File: config.mk
export PLATFORM = sky130hd
export DESIGN_NAME = fraction_lowest_terms_core_flat
export DESIGN_NICKNAME = d
export VERILOG_FILES = /design/src/flt_pkg.sv /design/src/flt_if.sv /design/src/fraction_lowest_terms_core.sv /design/src/flt_div.sv /design/src/flat_wrapper.sv
export SDC_FILE = /design/constraint.sdc
export NUM_CORES = 1
export LEC_CHECK = 0
export BUFFER_PORTS_ARGS = -buffer_cell sky130_fd_sc_hd__buf_2
export CAP_MARGIN = 30
export CORE_AREA = 2 2 160 224
export CTS_CLUSTER_DIAMETER = 60
export DETAILED_ROUTE_END_ITERATION = 8
export DIE_AREA = 0 0 162 226
export GPL_ROUTABILITY_DRIVEN = 0
export GPL_TIMING_DRIVEN = 0
export PLACE_DENSITY = 0.83
export RECOVER_POWER = 100
export SYNTH_ARGS = -nofsm -noshare
export SYNTH_HDL_FRONTEND = slang
export SYNTH_SLANG_ARGS = --single-unit
File: constraint.sdc
create_clock -name clk -period 4.4 [get_ports clk]
set_input_delay 1.32 -clock clk [delete_from_list [all_inputs] [get_ports clk]]
set_output_delay 1.32 -clock clk [all_outputs]
set_load 0.05 [all_outputs]
File: src/flt_pkg.sv
// ----------------------------------------------------------------------------
// flt_pkg: shared definitions for the fraction reduction core
// Operand width, the divider request and response bundles, and sign helpers.
// ----------------------------------------------------------------------------
package flt_pkg;

	localparam int WIDTH = 32;
	localparam int CNT_W = $clog2(WIDTH);

	typedef struct packed {
		logic             start;
		logic [WIDTH-1:0] dvd;
		logic [WIDTH-1:0] dvs;
	} div_req_t;

	typedef struct packed {
		logic             busy;
		logic             done;
		logic [WIDTH-1:0] quo;
		logic [WIDTH-1:0] rem;
	} div_rsp_t;

	// Magnitude of a two's-complement word; the most negative value maps to 2^(WIDTH-1).
	function automatic logic [WIDTH-1:0] mag_of(input logic [WIDTH-1:0] v);
		logic [WIDTH-1:0] m;
		m = v[WIDTH-1] ? (~v + 1'b1) : v;
		return m;
	endfunction

	function automatic logic [WIDTH-1:0] apply_sign(input logic [WIDTH-1:0] m,
		input logic neg);
		logic [WIDTH-1:0] r;
		r = neg ? (~m + 1'b1) : m;
		return r;
	endfunction

endpackage

File: src/flt_if.sv
// ----------------------------------------------------------------------------
// flt_if: word channels of the fraction reduction core
// Input channel carries a fraction, output channel carries the reduced one.
// ----------------------------------------------------------------------------
interface flt_in_if;
	logic                      valid;
	logic                      ready;
	logic [flt_pkg::WIDTH-1:0] num_in;
	logic [flt_pkg::WIDTH-1:0] den_in;

	modport source (output valid, output num_in, output den_in, input ready);
	modport sink (input valid, input num_in, input den_in, output ready);
endinterface

interface flt_out_if;
	logic                      valid;
	logic                      ready;
	logic                      ok;
	logic [flt_pkg::WIDTH-1:0] num_out;
	logic [flt_pkg::WIDTH-1:0] den_out;

	modport source (output valid, output ok, output num_out, output den_out, input ready);
	modport sink (input valid, input ok, input num_out, input den_out, output ready);
endinterface

File: src/fraction_lowest_terms_core.sv
// ----------------------------------------------------------------------------
// fraction_lowest_terms_core: reduces a signed fraction to lowest terms
// Euclid's algorithm on magnitudes with signs tracked as in a truncating
// remainder, then both terms are divided by the signed common divisor.
//
//   channel   direction   word contents
//   din       in          num_in, den_in
//   dout      out         ok, num_out, den_out
//
// One word at a time. Each Euclid step and the numerator quotient take one pass
// of the bit-serial divider; the denominator quotient starts on the cycle the
// numerator one ends. A zero denominator goes straight from idle to the output
// load state. Reset clears all control state. The result sits in an output
// register, so a stalled dout does not hold back the next din word until the
// following result is ready.
// ----------------------------------------------------------------------------
module fraction_lowest_terms_core (
	input  logic    clk,
	input  logic    arst_n,
	flt_in_if.sink  din,
	flt_out_if.source dout
);
	import flt_pkg::*;

	typedef enum logic [5:0] {
		S_IDLE  = 6'b000001,
		S_EUC   = 6'b000010,
		S_EWAIT = 6'b000100,
		S_QN    = 6'b001000,
		S_QD    = 6'b010000,
		S_PUT   = 6'b100000
	} state_t;

	state_t state_q;

	logic [WIDTH-1:0] xm_q, ym_q, nmag_q, dmag_q;
	logic             xn_q, yn_q, nneg_q, dneg_q;
	logic             res_ok_q;
	logic [WIDTH-1:0] res_num_q, res_den_q;
	logic             out_valid_q;
	logic             out_ok_q;
	logic [WIDTH-1:0] out_num_q, out_den_q;

	div_req_t div_req;
	div_rsp_t div_rsp;

	logic in_fire;
	logic out_load;

	assign din.ready = (state_q == S_IDLE);
	assign in_fire   = din.valid && din.ready;
	assign out_load  = (state_q == S_PUT) && (!out_valid_q || dout.ready);

	flt_div u_div (
		.clk    (clk),
		.arst_n (arst_n),
		.req    (div_req),
		.rsp    (div_rsp)
	);

	always_comb begin
		div_req.start = 1'b0;
		div_req.dvd   = xm_q;
		div_req.dvs   = ym_q;
		unique case (state_q)
			S_EUC: begin
				div_req.start = 1'b1;
				if (ym_q == '0) begin
					div_req.dvd = nmag_q;
					div_req.dvs = xm_q;
				end
			end
			S_QN: begin
				div_req.start = div_rsp.done;
				div_req.dvd   = dmag_q;
				div_req.dvs   = xm_q;
			end
			default: begin
				div_req.start = 1'b0;
			end
		endcase
	end

	always_ff @(posedge clk or negedge arst_n) begin
		if (!arst_n) begin
			state_q <= S_IDLE;
		end else begin
			unique case (state_q)
				S_IDLE: begin
					if (in_fire) begin
						state_q <= (din.den_in == '0) ? S_PUT : S_EUC;
					end
				end
				S_EUC: begin
					state_q <= (ym_q == '0) ? S_QN : S_EWAIT;
				end
				S_EWAIT: begin
					if (div_rsp.done) begin
						state_q <= S_EUC;
					end
				end
				S_QN: begin
					if (div_rsp.done) begin
						state_q <= S_QD;
					end
				end
				S_QD: begin
					if (div_rsp.done) begin
						state_q <= S_PUT;
					end
				end
				S_PUT: begin
					if (out_load) begin
						state_q <= S_IDLE;
					end
				end
				default: begin
					state_q <= S_IDLE;
				end
			endcase
		end
	end

	always_ff @(posedge clk) begin
		if (in_fire) begin
			nneg_q    <= din.num_in[WIDTH-1];
			dneg_q    <= din.den_in[WIDTH-1];
			nmag_q    <= mag_of(din.num_in);
			dmag_q    <= mag_of(din.den_in);
			xm_q      <= mag_of(din.num_in);
			xn_q      <= din.num_in[WIDTH-1];
			ym_q      <= mag_of(din.den_in);
			yn_q      <= din.den_in[WIDTH-1];
			res_ok_q  <= 1'b0;
			res_num_q <= din.num_in;
			res_den_q <= din.den_in;
		end
		if ((state_q == S_EWAIT) && div_rsp.done) begin
			// The remainder keeps the dividend's sign unless it is zero.
			xm_q <= ym_q;
			xn_q <= yn_q;
			ym_q <= div_rsp.rem;
			yn_q <= xn_q && (div_rsp.rem != '0);
		end
		if ((state_q == S_QN) && div_rsp.done) begin
			res_num_q <= apply_sign(div_rsp.quo, nneg_q != xn_q);
		end
		if ((state_q == S_QD) && div_rsp.done) begin
			res_den_q <= apply_sign(div_rsp.quo, dneg_q != xn_q);
			res_ok_q  <= 1'b1;
		end
	end

	always_ff @(posedge clk or negedge arst_n) begin
		if (!arst_n) begin
			out_valid_q <= 1'b0;
		end else if (out_load) begin
			out_valid_q <= 1'b1;
		end else if (dout.ready) begin
			out_valid_q <= 1'b0;
		end
	end

	always_ff @(posedge clk) begin
		if (out_load) begin
			out_ok_q  <= res_ok_q;
			out_num_q <= res_num_q;
			out_den_q <= res_den_q;
		end
	end

	assign dout.valid   = out_valid_q;
	assign dout.ok      = out_ok_q;
	assign dout.num_out = out_num_q;
	assign dout.den_out = out_den_q;

	a_div_start_idle: assert property (@(posedge clk) disable iff (!arst_n)
		div_req.start |-> !div_rsp.busy)
		else $error("divider started while a division is running");

	a_zero_den_bypass: assert property (@(posedge clk) disable iff (!arst_n)
		(in_fire && din.den_in == '0) |=> (state_q == S_PUT))
		else $error("zero denominator did not go straight to the output");

	a_gcd_final: assert property (@(posedge clk) disable iff (!arst_n)
		(state_q == S_QN || state_q == S_QD) |-> (ym_q == '0 && xm_q != '0))
		else $error("quotient phase entered with an unfinished or zero divisor");

	a_out_from_put: assert property (@(posedge clk) disable iff (!arst_n)
		$rose(dout.valid) |-> $past(state_q == S_PUT))
		else $error("output word appeared outside the output load state");

endmodule

File: src/flt_div.sv
// ----------------------------------------------------------------------------
// flt_div: bit-serial unsigned divider
// Restoring division, one quotient bit per cycle.
// ----------------------------------------------------------------------------
module flt_div (
	input  logic              clk,
	input  logic              arst_n,
	input  flt_pkg::div_req_t req,
	output flt_pkg::div_rsp_t rsp
);
	import flt_pkg::*;

	logic             busy_q;
	logic             done_q;
	logic [CNT_W-1:0] cnt_q;
	logic [WIDTH-1:0] rem_q;
	logic [WIDTH-1:0] quo_q;
	logic [WIDTH-1:0] dvs_q;

	logic [WIDTH:0]   shifted;
	logic [WIDTH+1:0] diff;
	logic             fits;

	// The partial remainder stays below the divisor, so the shifted value is
	// below twice the divisor and one trial subtraction settles each bit.
	assign shifted = {rem_q, quo_q[WIDTH-1]};
	assign diff    = {1'b0, shifted} - {2'b00, dvs_q};
	assign fits    = ~diff[WIDTH+1];

	always_ff @(posedge clk or negedge arst_n) begin
		if (!arst_n) begin
			busy_q <= 1'b0;
			done_q <= 1'b0;
			cnt_q  <= '0;
		end else begin
			done_q <= 1'b0;
			if (req.start) begin
				busy_q <= 1'b1;
				cnt_q  <= CNT_W'(WIDTH - 1);
			end else if (busy_q) begin
				cnt_q <= cnt_q - 1'b1;
				if (cnt_q == '0) begin
					busy_q <= 1'b0;
					done_q <= 1'b1;
				end
			end
		end
	end

	always_ff @(posedge clk) begin
		if (req.start) begin
			rem_q <= '0;
			quo_q <= req.dvd;
			dvs_q <= req.dvs;
		end else if (busy_q) begin
			rem_q <= fits ? diff[WIDTH-1:0] : shifted[WIDTH-1:0];
			quo_q <= {quo_q[WIDTH-2:0], fits};
		end
	end

	assign rsp.busy = busy_q;
	assign rsp.done = done_q;
	assign rsp.quo  = quo_q;
	assign rsp.rem  = rem_q;

endmodule

File: src/flat_wrapper.sv
// flat-port wrapper written by rule: the top's interface ports become plain ports
module fraction_lowest_terms_core_flat import flt_pkg::*;
  (clk, arst_n, din_valid, din_num_in, din_den_in, din_ready, dout_valid, dout_ok, dout_num_out, dout_den_out, dout_ready);
  flt_in_if din_i ();
  flt_out_if dout_i ();
  input  logic clk;
  input  logic arst_n;
  input wire logic [$bits(din_i.valid)-1:0] din_valid;
  input wire logic [$bits(din_i.num_in)-1:0] din_num_in;
  input wire logic [$bits(din_i.den_in)-1:0] din_den_in;
  output wire logic [$bits(din_i.ready)-1:0] din_ready;
  output wire logic [$bits(dout_i.valid)-1:0] dout_valid;
  output wire logic [$bits(dout_i.ok)-1:0] dout_ok;
  output wire logic [$bits(dout_i.num_out)-1:0] dout_num_out;
  output wire logic [$bits(dout_i.den_out)-1:0] dout_den_out;
  input wire logic [$bits(dout_i.ready)-1:0] dout_ready;
  assign din_i.valid = din_valid;
  assign din_i.num_in = din_num_in;
  assign din_i.den_in = din_den_in;
  assign din_ready = din_i.ready;
  assign dout_valid = dout_i.valid;
  assign dout_ok = dout_i.ok;
  assign dout_num_out = dout_i.num_out;
  assign dout_den_out = dout_i.den_out;
  assign dout_i.ready = dout_ready;
  fraction_lowest_terms_core u_core (.clk(clk), .arst_n(arst_n), .din(din_i), .dout(dout_i));
endmodule
==> flow_summary.json <==
{
  "synth_area_leader_cell": "edfxtp_1",
  "required_ns": 4.68,
  "worst_hold_slack_ns": 0.4195,
  "syn-cell-area_sq_um": 18770,
  "p_leak_nw": 7.649,
  "ys_seq_area_frac": 0.5739,
  "slew_headroom": -0.5207,
  "netlist_instances": 1634,
  "grt_usage": 0.2814,
  "powerDensity_nw_per_um2": 337.2,
  "fp.dieW_um": 162,
  "worst_path_most_repeated_cell": "or3_4",
  "grt-ovfl-total": 0,
  "min_from": "u_core.res_num_q[19]$_DFFE_PP_",
  "design_power_total_mw": 7.161,
  "drt_pass1_iterations": 7,
  "vdd_drop_max_mv": 0.4031,
  "crit_chain": "buf_2 -> or4_4 -> or3_4 -> or4_4 -> or3_4 -> or2_4 -> or3_4 -> o31ai_2 -> xnor2_1 -> mux2_2",
  "dp.cells": 2233,
  "row_count": 81,
  "cts_hold_buffers": 0,
  "cts_buffer_depth": 3,
  "hp-class": "flop to flop",
  "grt_pass1_vias": 14510,
  "synthTopCellsByArea": "edfxtp_1 (52%), mux2_2 (5.8%), xnor2_1 (5.1%)",
  "htree_levels": 2,
  "drive_gt1_frac": 0.1295,
  "post_cts_buffers": 0,
  "setup-tns-final_ns": -0.05252,
  "r2r_slack_ns": 0.24,
  "area_growth_pct": 13.15,
  "hpwl_um": 38410,
  "synth_cell_types": 66,
  "fp.dieH_um": 226,
  "drc": 0,
  "worstSkewPairLatency_ns": 0.54,
  "ys_async_sr_fraction": 0.03763,
  "yosys.area.top_type_share": 0.5200,
  "fin_crit_sh": 1.009,
  "ios": 135,
  "drtIter0Drc": 1723,
  "cp-start-kind": "primary input",
  "tightest_slew_ns": 2.276,
  "layout.nets": 1919,
  "cp_slowest_cell": "or4_4",
  "crit_family": "simple AND/OR/NAND/NOR gates",
  "cp_max_fo": 6,
  "cts_made_buffers": 34,
  "ys_warn_count": 0,
  "whs_endpoint": "u_core.dout.num_out[19]$_DFFE_PP_",
  "fin_cells": 2296,
  "synth_seq_cells": 372,
  "cpPeakStageDelay_ns": 0.55,
  "drv_cap": 1,
  "clkSinkCount": 372,
  "via_per_inst": 6.368,
  "fmax_mhz": 225.2,
  "tritoncts": "done",
  "fin_worst_skew_ns": 0.02018,
  "num_vias": 14620,
  "r2r-start": "u_core.u_div.rem_q[17]$_SDFFE_PP0P_",
  "critPathKind": "primary input to flop",
  "status": "finished, violations left",
  "grt_pass1_wl_um": 79090,
  "timing.final.hold_violations": 0,
  "ff2ff_path_depth": 12,
  "path_buf_inv": 1,
  "wire_per_inst_um": 22.76,
  "finalSetupViolations": 2,
  "violations": "max-capacitance violations, max-slew violations, negative setup slack",
  "worstPathArrival_ns": 4.72,
  "dp_slack_ns": -0.5208,
  "drv_slew": 26,
  "period_minus_slack_ns": 4.440,
  "die-area_sq_um": 36610,
  "synth_ff_type": "edfxtp_1",
  "io_buffers": 134,
  "syn_avg_cell_area_sq_um": 11.49,
  "rsz0062_at_grt": "true",
  "start_util": 0.5415,
  "core_sq_um": 34660,
  "post-synth-top-count-cell": "edfxtp_1",
  "syn_nets": 1740,
  "grt_antenna_before_repair": 2,
  "r2r-end": "u_core.u_div.quo_q[0]$_DFFE_PP_",
  "grt_max_degree": 67,
  "crit_path_end_kind": "flop",
  "ys_top_cells_by_count": "edfxtp_1 (325), nand2_1 (178), o21ai_0 (126), nor2_1 (120), xnor2_1 (109)",
  "cts_root_buffer": "clkbuf_16",
  "drtAntennaViolNets": 0,
  "hold_depth": 0,
  "fin_ws_ns": -0.03961,
  "synth_edf_count": 325,
  "clk_pin_slew_ns": 0.07,
  "drt_wl_total_um": 52250
}
worst reg2reg max path, cell delays in order (launching register included):
cell	delay, ns
dfxtp_1	0.44
ha_1	0.27
clkbuf_1	0.20
a21oi_1	0.16
o21ai_0	0.10
a2111o_1	0.42
a21oi_1	0.32
o21a_1	0.19
o21ai_1	0.12
a41oi_1	0.53
clkbuf_2	0.40
clkbuf_1	0.45
a21oi_1	0.23
power breakdown:
part	total, mW	leakage, nW	switching [mW]	internal, mW
clock network	3.02	0.546	1.30	1.72
logic	0.311	3.85	0.188	0.122
registers	3.83	3.25	0.0000000000000000197	3.83
repair_timing:
| action | 4_1_cts | 5_1_grt |
|---|---|---|
| resized for setup | 1 | 6 |
| cloned | 0 | 0 |
| endpoints found under the setup margin | 1 | 7 |
worst max-delay path by stage:
stage                                   from                          endpoint  slack [ns]  cells past startpoint
2_1_floorplan                  din_den_in[3]         u_core.ym_q[21]$_DFFE_PP_       -0.04                      9
3_3_place_gp   u_core.state_q[1]$_DFFE_PN0P_  u_core.u_div.quo_q[27]$_DFFE_PP_       -1.40                     10
3_5_place_dp                   din_den_in[3]         u_core.ym_q[24]$_DFFE_PP_       -0.52                      9
4_1_cts                        din_den_in[3]         u_core.ym_q[27]$_DFFE_PP_        0.05                     10
5_1_grt                        din_den_in[3]         u_core.ym_q[23]$_DFFE_PP_       -0.06                     10
6_report                       din_den_in[3]         u_core.ym_q[23]$_DFFE_PP_       -0.04                     10
final cells by class:
| class | instances | area (sq um) |
|---|---|---|
| Clock inverter | 16 | 166.4 |
| Tap cell | 456 | 570.5 |
| Antenna cell | 2 | 5.005 |
| Clock buffer | 45 | 955.9 |
| Buffer | 90 | 340.3 |
| Multi-Input combinational cell | 1115 | 7492 |
| Timing Repair Buffer | 143 | 721.9 |
| Fill cell | 2497 | 13420 |
| Inverter | 57 | 214.0 |
| Sequential cell | 372 | 10770 |
registers in the layout, indices dropped and copies added (netlist names), 5 cells and up:
| name | flops |
|---|---|
| u_core.ym_q | 32 |
| u_core.u_div.cnt_q | 5 |
| u_core.res_num_q | 32 |
| u_core.u_div.quo_q | 32 |
| u_core.res_den_q | 32 |
| u_core.dmag_q | 32 |
| u_core.nmag_q | 32 |
| u_core.dout.num_out | 32 |
| u_core.xm_q | 32 |
| u_core.u_div.rem_q | 32 |
| u_core.u_div.dvs_q | 32 |
| u_core.dout.den_out | 32 |
| u_core.state_q | 6 |
metrics by stage:
step,area (sq um),util
6_report,21240,0.6127
5_1_grt,21240,0.6127
4_1_cts,21320,0.6150
3_5_place_dp,20190,0.5824
3_3_place_gp,20010,0.5774
2_1_floorplan,18770,-
layout by cell type (no fill, tap or decap), drive strengths merged, types with 9 or more instances in the layout:
| master | Yosys | final |
|---|---|---|
| xnor2 | 109 | 109 |
| o31ai | 17 | 17 |
| ha | 37 | 37 |
| a21oi | 60 | 60 |
| nor2 | 120 | 120 |
| clkbuf | 83 | 208 |
| o41ai | 9 | 9 |
| nor3 | 28 | 28 |
| or3 | 12 | 12 |
| mux2 | 98 | 98 |
| o21ai | 129 | 129 |
| a31oi | 38 | 38 |
| dfrtp | 13 | 13 |
| inv | 57 | 58 |
| nand3b | 10 | 10 |
| clkinv | 0 | 10 |
| nand2b | 13 | 13 |
| nor4 | 32 | 32 |
| or4 | 10 | 10 |
| a22oi | 30 | 30 |
| dfxtp | 33 | 33 |
| buf | 7 | 70 |
| xor2 | 42 | 42 |
| a211oi | 9 | 9 |
| nand3 | 18 | 18 |
| edfxtp | 325 | 325 |
| mux2i | 24 | 24 |
| nand2 | 178 | 178 |
metal layers:
layer	track usage	vias to the layer above	wire [um]
li1	-	6377	-
met3	0.03747	293	4483
met5	0	-	0
met1	0.3118	6868	17580
met2	0.4946	1084	26000
met4	0.2044	0	4197
cell families after synthesis:
logic type                 synth area share
and+or+nand+nor                      0.1153
DFF                                  0.5739
AOI/OAI and AO/OA                    0.1134
xor gates and xnor gates            0.07046
buffers and inverters               0.02940
muxes                               0.07180
adders and majority gates           0.02573
No activity file was read; power rests on OpenSTA's default activity.
